===== src/rtl/pmid_pkg.sv =====
// Shared constants for the periodic minimum-image distance block.
package pmid_pkg;

  // Number of coordinate axes handled per point pair.
  localparam int NUM_AXES = 3;

  // Entries in the queue between the front and the back part.
  localparam int QUEUE_DEPTH = 4;

  // Box side after reset: 10.0 in Q8.16.
  localparam logic [31:0] BOX_SIDE_RESET = 32'd655360;

endpackage


===== src/rtl/pmid_front.sv =====
// Front part: takes point pairs, forms per-axis differences and applies the periodic wrap.
module pmid_front
  import pmid_pkg::*;
#(
  parameter int COORD_WIDTH = 24
) (
  input  logic                              clk,
  input  logic                              rst_n,
  input  logic [COORD_WIDTH-1:0]            box_side,
  input  logic                              in_valid,
  output logic                              in_ready,
  input  logic [2*NUM_AXES*COORD_WIDTH-1:0] in_coords,
  output logic                              push_valid,
  input  logic                              push_ready,
  output logic [NUM_AXES*COORD_WIDTH-1:0]   push_data
);

  localparam int W = COORD_WIDTH;

  logic                       s1_valid_r;
  logic                       s1_valid_nxt;
  logic [NUM_AXES-1:0][W-1:0] diff_r;
  logic [NUM_AXES-1:0][W-1:0] diff_nxt;
  logic                       accept;

  assign in_ready   = !s1_valid_r || push_ready;
  assign accept     = in_valid && in_ready;
  assign push_valid = s1_valid_r;

  // Absolute difference per axis; first point sits in the lower half of the bus.
  always_comb begin
    logic [W-1:0] p;
    logic [W-1:0] q;
    for (int a = 0; a < NUM_AXES; a++) begin
      p = in_coords[a*W +: W];
      q = in_coords[(a+NUM_AXES)*W +: W];
      diff_nxt[a] = (p >= q) ? (p - q) : (q - p);
    end
  end

  always_comb begin
    s1_valid_nxt = s1_valid_r;
    if (accept) begin
      s1_valid_nxt = 1'b1;
    end else if (push_ready) begin
      s1_valid_nxt = 1'b0;
    end
  end

  always_ff @(posedge clk) begin
    if (!rst_n) begin
      s1_valid_r <= 1'b0;
    end else begin
      s1_valid_r <= s1_valid_nxt;
    end
  end

  always_ff @(posedge clk) begin
    if (accept) begin
      diff_r <= diff_nxt;
    end
  end

  // Wrap: when twice the difference exceeds the side, use the magnitude of side minus difference.
  always_comb begin
    logic [W-1:0] d;
    for (int a = 0; a < NUM_AXES; a++) begin
      d = diff_r[a];
      if ({d, 1'b0} > {1'b0, box_side}) begin
        push_data[a*W +: W] = (box_side >= d) ? (box_side - d) : (d - box_side);
      end else begin
        push_data[a*W +: W] = d;
      end
    end
  end

endmodule


===== config.mk =====
export PLATFORM = sky130hd
export DESIGN_NAME = pmid_front
export DESIGN_NICKNAME = d
export VERILOG_FILES = /design/src/rtl/pmid_pkg.sv /design/src/rtl/pmid_front.sv
export SDC_FILE = /design/constraint.sdc
export NUM_CORES = 1
export LEC_CHECK = 0
export ABC_CLOCK_PERIOD_IN_PS = 4100
export BUFFER_PORTS_ARGS = -buffer_cell sky130_fd_sc_hd__buf_4
export CORE_MARGIN = 4
export CORE_UTILIZATION = 40
export DETAILED_ROUTE_END_ITERATION = 10
export SYNTH_ARGS = -nofsm -noshare
export SYNTH_HDL_FRONTEND = slang
export SYNTH_SLANG_ARGS = --single-unit
export TNS_END_PERCENT = 10

===== constraint.sdc =====
create_clock -name clk -period 4.1 [get_ports clk]
set_input_delay 0.82 -clock clk [delete_from_list [all_inputs] [get_ports clk]]
set_output_delay 0.82 -clock clk [all_outputs]
set_load 0.02 [all_outputs]

# Word-level counts from Yosys, hierarchy flattened
# Index checks and enable logic that the tools add are counted.
dict set report totals {
  latch_bits 0
  mem_count 0
  word_cells 40
  mem_bits_ro 0
  ram_bits 0
  reg_bits 73
  input_bits 172
}
dict set report op_classes {
  n_reduce_logical 4
  n_mul 0
  n_shift 0
  addsub 12
  muxes 11
  div 0
  n_eq_ne 0
  n_bitwise 0
  n_lt_le_gt_ge 9
}
# op count
set ops {}
lappend ops {{$sub 24x24->24} 12}
lappend ops {{$mux 24} 9}
lappend ops {{$ge 24x24->1} 6}
lappend ops {{$gt 25x24->1} 3}
lappend ops {{$mux 1} 2}
lappend ops {{$reduce_bool 2->1} 1}
lappend ops {{$logic_and 1x1->1} 1}
lappend ops {{$logic_not 1->1} 1}
lappend ops {{$logic_or 1x1->1} 1}

# Logic depth before layout (Yosys ltp)
dict set report depth {
  depth_word 4
  ltp_mapped 14
  depth_no_buf 12
}

# Worst setup path after synthesis
# No wires, ideal clock.
dict set report synth_path {
  kind {input to output}
  from {input box_side[0]}
  to {output push_data[46]}
  arrival_time_ns 3.451
  required_ns 3.280
  stages 13
  slack_ns -0.171
  cell_sequence {inv_1 ha_1 fa_1 nand2b_1 a31oi_1 nor4_1 o22ai_1 a21oi_4 buf_4 a221oi_1 nand3_1 xor2_1 o21ai_0}
}
dict set report synth_via {
  elab_chain_cells 3
  elab_cells_between_ends 6
}
# item line_no
set synth_rtl {}
lappend synth_rtl {{start, declared} pmid_front.sv:9} ;# input logic [COORD_WIDTH-1:0] box_side,
lappend synth_rtl {{$sub 24x24->24 / $ge 24x24->1 (equally long branches)} pmid_front.sv:70} ;# push_data[a*W +: W] = (box_side >= d) ? (box_side - d) : (d - box_side);
lappend synth_rtl {{$mux 24} pmid_front.sv:70}
lappend synth_rtl {{$mux 24 *} pmid_front.sv:69} ;# if ({d, 1'b0} > {1'b0, box_side}) begin
lappend synth_rtl {{end, declared} pmid_front.sv:15} ;# output logic [NUM_AXES*COORD_WIDTH-1:0] push_data
# Every way passes the cells marked *; elsewhere a longest branch is shown, timed or not.

# Worst setup path after layout
dict set report layout_path {
  from {input box_side[0]}
  to {output push_data[59]}
}
# Same word-level chain as after synthesis.

==> flow_results.org <==
** Run status
- The run finished, with violations left.
- Violated checks :: negative setup slack

** STA
- The number of hold violations in the final report was 0.
- The max-slew violation count was 0.
- Setup repair after global routing could not meet its margin everywhere.
- Number of setup violations in the final report :: slightly below 70
- Measured against its own limit, the worst slew margin works out to 0.335.
- Tightest hold margin :: between 0.5 and 0.6 ns
- After routing, the total negative slack on setup checks comes to -20.45 ns.
- Max Freq :: approximately 0.22 GHz
- Setup ws final :: -0.463 ns
- For the finished layout, the period the worst path requires is roughly 4.6 ns.
- Worst clock skew :: 0.0122 ns
- In the finished design, the share of the clock period the worst path needs comes to 1.11.
- At the pin with the least slew margin, the transition time is 0.987 ns.

** Power and ir drop
- The worst-case IR drop observed on VDD is 269 µV.
- Lkg Pwr :: roughly 14 nW
- Ratio of total power to cell area :: 371 mW/mm²

** Synth
- Asr flop ratio synth :: 0
- Sorting the synthesized cells by area gives the leading types as sky130_fd_sc_hd__ha_1, sky130_fd_sc_hd__edfxtp_1, sky130_fd_sc_hd__a21oi_1, sky130_fd_sc_hd__a21o_1, sky130_fd_sc_hd__inv_1.
- After technology mapping, the gate count stands at approximately 2.6k.
- Of the total synthesized cell area, the portion taken by AND, OR, NAND and NOR gates is 0.151.
- Of the post-synthesis cell area, the dominant cell type holds 0.228.
- In this run, synthesis produced a sequential element count of between 70 and 80.
- Of the total synthesized cell area, the portion taken by full adders, half adders and majority gates is 0.240.
- The number of nets handed over by synthesis was 3,124.
- Of the total synthesized cell area, the portion taken by XOR and XNOR cells is 0.0581.
- A synthesized cell averages around 7.4 µm².
- Share of cell area taken by muxes after synthesis :: 0.0517
- Sequential fraction of the synthesis area :: 0.113
- The mapped netlist covers between 0.015 and 0.02 mm².
- Synthesis warning total :: 0
- Summed over all instances, the cell type with the most area after synthesis is sky130_fd_sc_hd__ha_1.
- Predominant post-synthesis flop cell :: sky130_fd_sc_hd__edfxtp_1
- The synthesized design contains just over 70 enable-type register cells.
- By area, the combinational part of the netlist is dominated by compound AO/OA/AOI/OAI gates.
- Counting distinct cell types in the post-synthesis netlist gives 89.
- The complex-gate fraction of the synthesized area is 0.298.

** Worst setup path
- Arrival time reported for the critical path endpoint :: approximately 3.7 ns
- Data required time of the critical path :: approximately 3.3 ns
- The slowest stage of the critical path belongs to the cell sky130_fd_sc_hd__a311oi_2.
- The worst setup path is launched from an input pin.
- Maximum cell stage delay along the critical path :: around 0.37 ns
- The cell family contributing the most delay on the critical path is compound AO/OA/AOI/OAI gates.
- Critical setup path kind :: input pin to output pin
- Buffers plus inverters on the worst setup path :: 6
- The worst setup path is captured at an output pin.
- Largest driver fanout on the critical path :: 6
- Crit-path cells :: buf_8, clkinvlp_4, buf_6, ha_4, fa_2, nor2b_2, o211ai_1, a311oi_2, o31ai_4, o211ai_4, buf_6, buf_4, mux2i_1, a21boi_2, xor2_1, mux2i_1, buf_4

** Clock network
- Number of buffers inserted by hold repair at cts :: 0
- Clock tree synthesis selected as its root buffer the cell sky130_fd_sc_hd__clkbuf_16.
- At the later pin of the worst-skew pair, clock insertion delay measures approximately 0.38 ns.
- After clock tree synthesis, the clock-pin slew on the worst setup and hold paths is 0.07 ns.
- In this run the deepest clock path goes through 2 buffers.
- H-tree levels :: 3
- TritonCTS built the clock tree.
- Buffers inserted during clock tree synthesis total 9.
- Counting every sink on the clock net gives 73.

** Final layout
- The area growth from synthesis to layout is 40.1%.
- Layout filler cell count :: around 4.6k
- Fraction of layout cells with a size suffix above 1 :: 0.303
- The sequential cells in the finished layout cover a total of 0.00218 mm².
- Final nets :: ~3.8k
- Summing all non-filler instances in the final layout gives an area of approximately 0.027 mm².
- In the final layout, the multi-input gates occupy between 0.015 and 0.02 mm².

** Detailed routing
- Vias after detailed routing :: 21.9k
- DR iter-0 viols :: between 1.5k and 2k
- Number of design rule violations left after detail routing :: 0
- Aggregate routed wire length :: 78,700 µm
- After detailed routing, the number of vias per cell comes to about 5.7.
- Avg WL per Cell :: just over 20 µm
- First-pass iteration count of the detailed router :: 6
- Number of routed nets with antenna violations :: 0

** Run
- Max-cap violations in this run came to 0.

** Place
- During placement, the flow inserted port buffers numbering 245.
- Once placement finished, the instance area stood at 0.0253 mm².
- At the end of routability-driven placement, the weighted congestion stood at between 0.9 and 1.
- Half-perimeter wire length of the detailed placement result :: between 60,000 and 70,000 µm

** Floorplan
- The floorplan step defined a die boundary enclosing 0.0518 mm².
- For this configuration, the core starts out at a cell density of 0.405.
- Top-level port count :: 246
- Area of the placeable core :: ~0.048 mm²
- Horizontal die dimension :: around 230 µm
- Cell Rows :: 80
- The die is 228 µm tall.

** Global routing
- After global routing the overflow that remains totals 0.
- Entering global routing, the biggest net connects 29 pins.
- The first global-routing pass estimated about 120,000 µm of wire.
- The initial antenna violation count came to 6.
- For this run, the total global-route usage over all layers was measured as 0.291.
- The number of global-route vias before repair was around 21k.

** Hold path
- Hold Path Class :: register to register
## sequential cells by signal (all words and copies together) (netlist names)
signal,flops
diff_r,72
push_valid,1
## worst register-to-register path: stages (launching register included)
cell and delay, ns:
sky130_fd_sc_hd__dfxtp_1 0.31, sky130_fd_sc_hd__nand2b_1 0.11, sky130_fd_sc_hd__and2_4 0.40, sky130_fd_sc_hd__buf_4 0.43
## final timing paths
check / to / cells after the start / slack (ns) / from
hold reg to reg: push_valid / 2 / 0.57 / push_valid
hold / removal: push_valid / 2 / 0.57 / push_valid
setup reg to reg: diff_r[52] / 3 / 2.48 / push_valid
setup / recovery: push_data[59] / 17 / -0.46 / box_side[0]
## cells in the mapped netlist, types with 5 or more instances
cell and number:
sky130_fd_sc_hd__o21ai_0 174, sky130_fd_sc_hd__nor3_1 40, sky130_fd_sc_hd__a2111oi_0 8, sky130_fd_sc_hd__nor2_1 158, sky130_fd_sc_hd__nor4_1 9, sky130_fd_sc_hd__ha_1 351
sky130_fd_sc_hd__a21o_1 151, sky130_fd_sc_hd__o22ai_1 9, sky130_fd_sc_hd__a31oi_1 35, sky130_fd_sc_hd__nand2b_1 22, sky130_fd_sc_hd__a211o_1 9, sky130_fd_sc_hd__mux2_2 13
sky130_fd_sc_hd__a21boi_0 7, sky130_fd_sc_hd__o21a_1 27, sky130_fd_sc_hd__o211ai_1 20, sky130_fd_sc_hd__and3_1 11, sky130_fd_sc_hd__buf_4 10, sky130_fd_sc_hd__clkbuf_1 67
sky130_fd_sc_hd__a221oi_1 13, sky130_fd_sc_hd__o31a_1 5, sky130_fd_sc_hd__nand4_1 48, sky130_fd_sc_hd__a21oi_1 282, sky130_fd_sc_hd__a211oi_1 28, sky130_fd_sc_hd__and2_1 13
sky130_fd_sc_hd__o31ai_1 17, sky130_fd_sc_hd__and4_1 8, sky130_fd_sc_hd__mux2i_1 85, sky130_fd_sc_hd__buf_2 48, sky130_fd_sc_hd__nor2b_1 38, sky130_fd_sc_hd__edfxtp_1 72
sky130_fd_sc_hd__or2_2 7, sky130_fd_sc_hd__o21bai_1 36, sky130_fd_sc_hd__nand3_1 41, sky130_fd_sc_hd__o2111ai_1 11, sky130_fd_sc_hd__or3_1 13, sky130_fd_sc_hd__nand2_1 189
sky130_fd_sc_hd__a311oi_1 7, sky130_fd_sc_hd__xor2_1 54, sky130_fd_sc_hd__fa_1 12, sky130_fd_sc_hd__inv_1 287, sky130_fd_sc_hd__xnor2_1 74
## per-layer routing
metal	vias to the layer above	part of all wire	global-route usage
met4	8	0.022	0.0693
li1	10564	-	-
met5	-	0.00060	0
met2	758	0.47	0.493
met3	102	0.063	0.0464
met1	10452	0.44	0.390
## through the flow
step | std cells | utilization | setup slack, ns | power, W
6_report | 3867 | 0.567 | -0.463 | 0.0100
5_1_grt | 3866 | 0.567 | -0.571 | 0.0107
4_1_cts | 3848 | 0.554 | -0.474 | 0.00967
3_5_place_dp | 3814 | 0.530 | -0.844 | 0.00830
3_3_place_gp | 3814 | 0.530 | -0.791 | 0.00826
2_1_floorplan | 2589 | - | -0.137 | 0.00511
## report_power, final
part | internal, W | switching, W
logic | 0.00370 | 0.00421
registers | 0.00101 | 0.000158
clock network | 0.000591 | 0.000363
## cells by family after synthesis
logic type	count (synthesis)
AO/OA/AOI/OAI	897
AND/OR/NAND/NOR	612
buffers and inverters	418
adder cells (fa/ha/maj)	363
XOR/XNOR	128
multiplexers	98
flip-flops	73
## cells in the final DEF (no fill, tap or decap), drive strengths merged, types with 49 or more instances in the layout
cell,instances
ha,351
o21ai,181
edfxtp,72
xor2,54
nand4,49
a21oi,285
a21o,151
mux2i,85
buf,775
inv,282
nor2,159
nand2,189
xnor2,74
## final cells by class
| type | instances | share of cell area |
|---|---|---|
| Antenna cell | 3 | 0.000278 |
| Clock buffer | 10 | 0.00848 |
| Clock inverter | 6 | 0.00394 |
| Inverter | 287 | 0.0407 |
| Multi-Input combinational cell | 2098 | 0.606 |
| Sequential cell | 73 | 0.0808 |
| Tap cell | 615 | 0.0285 |
| Timing Repair Buffer | 775 | 0.231 |
## what timing repair did
| action | CTS | global route |
|---|---|---|
| resized for setup | 156 | 106 |
| endpoints found under the hold margin | 0 | 0 |
| pin swaps | 31 | 28 |
| setup buffers | 19 | 16 |
| setup endpoints to repair | 72 | 72 |
(Power assumes the default switching activity.)
