`src/rtl/pmid_queue.sv`:
```
// Small register queue that decouples the front part from the back part.
module pmid_queue #(
  parameter int WIDTH = 72,
  parameter int DEPTH = 4
) (
  input  logic             clk,
  input  logic             rst_n,
  input  logic             push_valid,
  output logic             push_ready,
  input  logic [WIDTH-1:0] push_data,
  output logic             pop_valid,
  input  logic             pop_ready,
  output logic [WIDTH-1:0] pop_data
);

  localparam int PTR_W = (DEPTH > 1) ? $clog2(DEPTH) : 1;
  localparam int CNT_W = $clog2(DEPTH + 1);

  logic [WIDTH-1:0] mem_r [DEPTH];
  logic [PTR_W-1:0] wr_ptr_r;
  logic [PTR_W-1:0] wr_ptr_nxt;
  logic [PTR_W-1:0] rd_ptr_r;
  logic [PTR_W-1:0] rd_ptr_nxt;
  logic [CNT_W-1:0] count_r;
  logic [CNT_W-1:0] count_nxt;
  logic             do_push;
  logic             do_pop;

  assign push_ready = (count_r != CNT_W'(DEPTH));
  assign pop_valid  = (count_r != '0);
  assign pop_data   = mem_r[rd_ptr_r];
  assign do_push    = push_valid && push_ready;
  assign do_pop     = pop_valid && pop_ready;

  always_comb begin
    wr_ptr_nxt = wr_ptr_r;
    rd_ptr_nxt = rd_ptr_r;
    count_nxt  = count_r;
    if (do_push) begin
      wr_ptr_nxt = (wr_ptr_r == PTR_W'(DEPTH - 1)) ? '0 : wr_ptr_r + 1'b1;
    end
    if (do_pop) begin
      rd_ptr_nxt = (rd_ptr_r == PTR_W'(DEPTH - 1)) ? '0 : rd_ptr_r + 1'b1;
    end
    if (do_push && !do_pop) begin
      count_nxt = count_r + 1'b1;
    end else if (do_pop && !do_push) begin
      count_nxt = count_r - 1'b1;
    end
  end

  always_ff @(posedge clk) begin
    if (!rst_n) begin
      wr_ptr_r <= '0;
      rd_ptr_r <= '0;
      count_r  <= '0;
    end else begin
      wr_ptr_r <= wr_ptr_nxt;
      rd_ptr_r <= rd_ptr_nxt;
      count_r  <= count_nxt;
    end
  end

  always_ff @(posedge clk) begin
    if (do_push) begin
      mem_r[wr_ptr_r] <= push_data;
    end
  end

endmodule

```
`config.mk`:
```
export PLATFORM = sky130hd
export DESIGN_NAME = pmid_queue
export DESIGN_NICKNAME = d
export VERILOG_FILES = /design/src/rtl/pmid_queue.sv
export SDC_FILE = /design/constraint.sdc
export NUM_CORES = 1
export LEC_CHECK = 0
export BUFFER_PORTS_ARGS = -buffer_cell sky130_fd_sc_hd__buf_2
export CORE_UTILIZATION = 57
export DETAILED_ROUTE_END_ITERATION = 10
export MAX_ROUTING_LAYER = met4
export PLACE_DENSITY = 0.79
export SETUP_SLACK_MARGIN = 0.05
export SLEW_MARGIN = 20
export SYNTH_ARGS = -nofsm -noshare
export SYNTH_HDL_FRONTEND = slang
export SYNTH_SLANG_ARGS = --single-unit
```
`constraint.sdc`:
```
create_clock -name clk -period 2.7 [get_ports clk]
set_input_delay 0.54 -clock clk [delete_from_list [all_inputs] [get_ports clk]]
set_output_delay 0.54 -clock clk [all_outputs]
set_load 0.01 [all_outputs]
```
### Word-level counts from Yosys, hierarchy flattened

Memories as Yosys holds them, arrays and structs flattened. A register that Yosys moved wholly into a read port is not among the register bits.
Index checks and enable logic that the tools add are counted.

| cells by class | value |
|---|---|
| mux-type cells | 8 |
| $add $sub $neg | 4 |
| eq/ne operators | 3 |
| reductions and logical operators | 8 |

Operator list:

| cell | count |
|---|---|
| $mux W2 | 4 |
| $mux W3 | 2 |
| $add A2 B1 Y2 const B | 2 |
| $eq A2 B2 Y1 const B | 2 |
| $logic_and A1 B1 Y1 | 4 |
| $add A3 B1 Y3 const B | 1 |
| $ne A3 B3 Y1 const B | 1 |
| $reduce_bool A3 Y1 | 1 |
| $sub A3 B1 Y3 const B | 1 |
| $logic_not A1 Y1 | 2 |
| $mux W1 | 2 |
| $reduce_bool A2 Y1 | 1 |

| storage, ports and cells | value |
|---|---|
| register bits after elaboration | 7 |
| memories | 1 |
| memory bits (writable) | 288 |
| input port bits | 76 |

Memory list:

| memory | depth | width | read ports | clocked after memory_dff | write ports | line | text |
|---|---|---|---|---|---|---|---|
| mem_r | 4 | 72 | 1 | 1 | 1 | 19 | `logic [WIDTH-1:0] mem_r [DEPTH];` |

### Logic depth before layout (Yosys ltp)

Gate-level depths: netlist of run 1.

| depth | value |
|---|---|
| word-level depth | 6 |
| depth in mapped cells | 9 |
| mapped depth without buffers | 8 |

### Least setup slack after synthesis of run 1

No wires, ideal clock.

| timing | value |
|---|---|
| path kind | register to register |
| start point | register count_r[0] |
| end point | register count_r[2] |
| cell stages (with the launch flop) | 8 |
| required time | 2.624 ns |
| library setup time | 0.076 ns |
| data arrival time | 2.128 ns |
| path slack | 0.496 ns |
| cells stage by stage | dfxtp_1 -> o31ai_1 -> ha_1 -> inv_1 -> fa_1 -> xor2_1 -> or3_2 -> a21boi_0 |

| on the way | value |
|---|---|
| cells in the longest elaborated chain, start to end | 5 |
| elaborated cells on any way between the ends | 13 |
| those cells by class | add/sub: 2; eq/ne: 1; mux: 2; reduce/logical: 8 |

RTL lines:

| element | line | text |
|---|---|---|
| from (decl) | 24 | `logic [CNT_W-1:0] count_r;` |
| from (signal assigned) | 60 | `count_r <= count_nxt;` |
| parallel branches: the longest is 5 deep, another holds $sub A3 B1 Y3 | -- |  |

Several ways; the timed one is not identified. The select of a mux whose other input is x is not followed.
A chain may end at the register's enable or synchronous reset.

==> results of run 1 <==
## registers in the layout (all words and copies together) (netlist names), named ones only
register	cells
mem_r	288
rd_ptr_r	2
count_r	3
wr_ptr_r	2
## cell families after synthesis
family | after synthesis | share of synthesized area [%]
AOI/OAI and AO/OA | 6 | 0.3228
xor gates and xnor gates | 2 | 0.1615
adders and majority gates | 7 | 0.8764
buffers and inverters | 21 | 1.061
DFF | 297 | 81.37
muxes | 74 | 15.13
and+or+nand+nor | 20 | 1.084
## cell usage after synthesis, drive strengths merged
cell type and count:
edfxtp 288, mux4 72, buf 10, dfxtp 9, clkbuf 8, ha 6, nand2 5, and3 4
o21ai 4, inv 3, and2 2, mux2i 2, nand3 2, nor2 2, or3 2, a21boi 1
fa 1, nand4 1, nor2b 1, o31ai 1, or3b 1, xnor2 1, xor2 1
## worst max-delay path by stage
stage	start	endpoint	cells after the start
after global routing	flip-flop	pop_data[44]	3
after floorplan	count_r[0]	count_r[2]	7
after CTS	flip-flop	pop_data[8]	3
final	flip-flop	pop_data[52]	3
after global placement	pop_ready	count_r[2]	9
after detailed placement	count_r[0]	count_r[2]	8
## layer usage
layer / wire length [um] / vias up
li1: - / 2178
met1: 7760 / 2591
met2: 9464 / 156
met3: 1156 / 32
met4: 311 / 0
met5: 0 / -
## stage by stage
stage	cell area [um^2]	utilization (%)	setup slack [ps]
after global placement	11980	64.05	438.9
after floorplan	10850	-	496.0
after global routing	12840	68.63	50.06
final	12840	68.63	149.8
after CTS	12830	68.57	85.79
after detailed placement	11980	64.05	369.7
## cell type report
cell class              instances  area, um^2  area share (%)
multi-input cells             109        1922           14.97
repair buffers                162       929.6           7.242
clock buffers                  41       770.7           6.004
flip-flops and latches        297        8836           68.83
well taps                     234       292.8           2.281
inverters                       3       11.26         0.08772
clock inverters                11       75.07          0.5848
## power breakdown
| group | leakage (nW) | internal, mW | total [mW] | switching, mW |
|---|---|---|---|---|
| clock | 0.415 | 2.07 | 3.59 | 1.52 |
| sequential | 2.71 | 5.59 | 5.73 | 0.137 |
| combinational | 1.19 | 1.23 | 2.57 | 1.33 |
==> impl_metrics.csv, run 1 <==
group,metric,value,unit
sta,finalCriticalPeriod,2550,ps
worst_setup_path,crit_buf_inv,2,
placement,place_inst,805,
synth,synth.distinct_cells,27,
cells_and_area,mostFrequentLayoutCells,"edfxtp_1 (288), buf_2 (149), mux4_2 (72)",
synth,syn_nets,510,
cells_and_area,stdcell_count,857,
route,wl_per_cell,21.81,um
clocking,clk_pin_slew,60,ps
grt,grt_max_degree,51,
cells_and_area,nets,684,
worst_setup_path,worst_r2r_endpoint,"count_r[2]",
grt,met3_usage,4.171,%
placement,port_buffers,149,
route,ant_nets,0,
sta,hold_ws,225.6,ps
floorplan,die_x,140.0,um
synth,synth-seq-cells,297,
synth,synth_top_cell_by_area,"edfxtp_1",
sta,hold_viol,0,
cells_and_area,post_route_cells_drive_above_1_share,44.78,%
clocking,clkSinkCount,297,
pwr,power.total,11.88,mW
pwr,vdd_drop_max,0.0005820,V
grt,grt_pass1_vias,5447,
clocking,cts-hold-fix-buffers,0,
route,vias_per_cell,5.784,
worst_setup_path,slowest_delay,580,ps
floorplan,die-area,0.01959,mm^2
grt,use_met2,33.50,%
synth,synthCells,427,
grt,gr-total-overflow,0,
clocking,clockBufferDepth,3,
worst_hold_path,hold_start,"push_data[4]",
route,finalWirelength,18.69,mm
grt,met1_usage,26.49,%
synth,yosysWarnings,0,
worst_hold_path,hold_class,"in2reg",
worst_setup_path,worstPathArrival,2010,ps
sta,clock.fmax,392.1,MHz
pwr,p_per_area,925.6,mW/mm^2
route,first_iter_violations,230,
worst_setup_path,r2r_start,"count_r[0]",
worst_hold_path,min_to,"mem_r[0][4]",
worst_hold_path,hold-path-cell-count,1,
worst_setup_path,cp_max_fo,50,
synth,netlist.area_leader.share,79.70,%
cells_and_area,fill_cells,1161,
clocking,htreeDepth,1,
worst_setup_path,path_delay_family,"multiplexers",
cells_and_area,final_common_cell,"edfxtp_1",
sta,rsz0062_at_grt,"no",
sta,max_slew_margin,67.32,%
sta,setup_violations,0,
run,max-cap-violations,0,
worst_setup_path,worstPathCellList,"buf_16 > mux4_2 > buf_2",
worst_setup_path,ff2ff_path_depth,8,
sta,finClkSkew,6.825,ps
grt,top_usage_layer,"met2",
worst_setup_path,crit_slowest_cell,"mux4_2",
synth,yosys-top-cells-area,"edfxtp_1 (80%), mux4_2 (15%), dfxtp_1 (1.7%)",
placement,place.gp.congestion,0.7569,
route,drc,0,
grt,grt_usage,20.42,%
status,status,"complete, no violations",
sta,worst_pin_slew,490.1,ps
clocking,cts_root_buf,"clkbuf_16",
placement,dp_hpwl,11.26,mm
floorplan,die_y,140.0,um
clocking,cts_buffers,28,
floorplan,initial_core_util,58.01,%
synth,synth_seq_area_share,81.37,%
worst_setup_path,cp-start-kind,"flip-flop",
floorplan,boundaryPins,150,
sta,setup_tns,0,ps
clocking,post_cts_buffers,0,
clocking,tritoncts,"done",
sta,slew_violations,0,
worst_setup_path,crit_required,2160,ps
pwr,leakage,4.323,nW
cells_and_area,area_growth,18.31,%
sta,period_share,94.45,%
grt,grt_pass1_wl,29.08,mm
clocking,clk_latency,520,ps
worst_setup_path,critical_path_class,"reg2out",
grt,antenna_found_initial,0,
worst_setup_path,cp-end-kind,"primary output",
route,first_pass_iters,4,
synth,netlist_area,0.01085,mm^2
worst_setup_path,r2r_setup_slack,350,ps
cells_and_area,diodes,0,
floorplan,rows,50,
clocking,post_cts_resized,0,
route,num_vias,4957,
floorplan,core-area,0.01871,mm^2
synth,syn_area_per_cell,25.41,um^2
No activity file was read; power rests on OpenSTA's default activity.
==> run 2: changes to the inputs <==
==> constraint.sdc (replaced) <==
create_clock -name clk -period 2.7 [get_ports clk]
set_input_delay 0.135 -clock clk [delete_from_list [all_inputs] [get_ports clk]]
set_output_delay 0.135 -clock clk [all_outputs]
set_load 0.01 [all_outputs]
==> impl_metrics.csv, run 2 (synthesized netlist as in run 1, its figures left out) <==
group,metric,value,unit
run,max-cap-violations,0,
placement,port_buffers,149,
cells_and_area,largest_reg_flops,288,
pwr,p_per_area,922.3,mW/mm^2
sta,slew_violations,0,
grt,gr-total-overflow,0,
clocking,post_cts_buffers,0,
route,vias_per_cell,5.576,
clocking,clkSinkCount,297,
sta,worst_pin_slew,509.6,ps
clocking,clockBufferDepth,3,
floorplan,die_x,140.0,um
sta,setup_violations,0,
floorplan,rows,50,
worst_setup_path,slowest_delay,430,ps
cells_and_area,post_route_cells_drive_above_1_share,41.45,%
pwr,leakage,4.735,nW
worst_setup_path,crit_required,3160,ps
worst_setup_path,critical_path_class,"reg2reg",
route,wl_per_cell,20.98,um
route,num_vias,5219,
placement,place_inst,804,
pwr,vdd_drop_max,0.0006485,V
floorplan,boundaryPins,150,
worst_setup_path,crit_slowest_cell,"dfxtp_1",
worst_setup_path,crit_buf_inv,1,
clocking,tritoncts,"done",
clocking,clk_latency,540,ps
clocking,post_cts_resized,0,
clocking,cts_buffers,30,
placement,dp_hpwl,11.32,mm
floorplan,die_y,140.0,um
worst_setup_path,cp-end-kind,"flip-flop",
cells_and_area,stdcell_count,936,
clocking,htreeDepth,1,
worst_setup_path,cp-start-kind,"flip-flop",
route,ant_nets,0,
grt,antenna_found_initial,0,
sta,finClkSkew,8.428,ps
floorplan,core-area,0.01871,mm^2
sta,hold_viol,0,
clocking,clk_pin_slew,60,ps
placement,place.gp.congestion,0.8147,
grt,grt_usage,21.49,%
worst_setup_path,cp_max_fo,7,
cells_and_area,area_growth,27.19,%
sta,period_share,88.32,%
worst_setup_path,path_delay_family,"simple AND/OR/NAND/NOR gates",
route,first_iter_violations,319,
cells_and_area,final_common_cell,"edfxtp_1",
worst_setup_path,worstPathCellList,"or3b_1 > and2_4 > ha_1 > inv_1 > fa_1 > xor2_1 > or3_2 > a21boi_0",
cells_and_area,nets,761,
sta,finalCriticalPeriod,2385,ps
floorplan,initial_core_util,58.01,%
status,status,"complete, no violations",
cells_and_area,diodes,0,
sta,clock.fmax,419.4,MHz
cells_and_area,top_regs,"mem_r x288, count_r x3",
route,finalWirelength,19.64,mm
grt,grt_max_degree,73,
sta,rsz0062_at_grt,"no",
clocking,cts_root_buf,"clkbuf_16",
grt,grt_pass1_wl,30.93,mm
cells_and_area,top_register,"mem_r",
sta,max_slew_margin,66.03,%
sta,setup_tns,0,ps
route,drc,0,
grt,grt_pass1_vias,5669,
worst_setup_path,worstPathArrival,2850,ps
route,first_pass_iters,5,
cells_and_area,mostFrequentLayoutCells,"edfxtp_1 (288), buf_2 (149), dlygate4sd3_1 (76)",
clocking,cts-hold-fix-buffers,76,
worst_hold_path,hold_class,"in2reg",
floorplan,die-area,0.01959,mm^2
## run 2: layout make-up
cell class / instances / area, um^2
sequential: 297 / 8836
fill: 1029 / 4905
multi-input combinational: 109 / 1922
timing repair buffer: 237 / 1684
clock buffer: 34 / 787.0
tap: 234 / 292.8
clock inverter: 22 / 267.8
inverter: 3 / 11.26
## run 2: metrics by stage
| step | cell area (um^2) | hold WS [ps] | power, mW | setup WS, ps | util, % |
|---|---|---|---|---|---|
| 2_1_floorplan | 10850 | 233.9 | 7.462 | 496.0 | - |
| 3_3_place_gp | 11990 | 343.8 | 8.373 | 482.3 | 64.07 |
| 3_5_place_dp | 11990 | 349.8 | 8.454 | 347.7 | 64.07 |
| 4_1_cts | 13800 | 30.75 | 12.85 | 283.7 | 73.78 |
| 5_1_grt | 13800 | 73.50 | 13.23 | 198.9 | 73.78 |
| 6_report | 13800 | 44.34 | 12.73 | 315.4 | 73.78 |
## run 2: worst min-delay path, cell delays in order
cell and delay [ps]:
buf_2 100, o31ai_1 80, buf_4 130, o21ai_0 90
## run 2: report_power, final
group	switching (mW)	internal (mW)	leakage (nW)	total (mW)
Combinational	1.28	1.32	1.50	2.60
Clock	1.66	2.66	0.516	4.33
Sequential	0.217	5.59	2.71	5.81
Total	3.16	9.57	4.73	12.7
## run 2: routing by layer
| layer | share of wire, % | global-route usage [%] |
|---|---|---|
| met1 | 41 | 28.27 |
| met2 | 50 | 33.97 |
| met3 | 7.3 | 4.923 |
| met4 | 1.8 | 6.593 |
| met5 | 0 | - |
## run 2: final timing paths
kind	startpoint	end	slack, ps	cells past startpoint
max	count_r[0]	count_r[2]	320	8
min	pop_ready	flip-flop	40	4
max reg2reg	count_r[0]	count_r[2]	320	8
min reg2reg	wr_ptr_r[1]	wr_ptr_r[1]	530	2
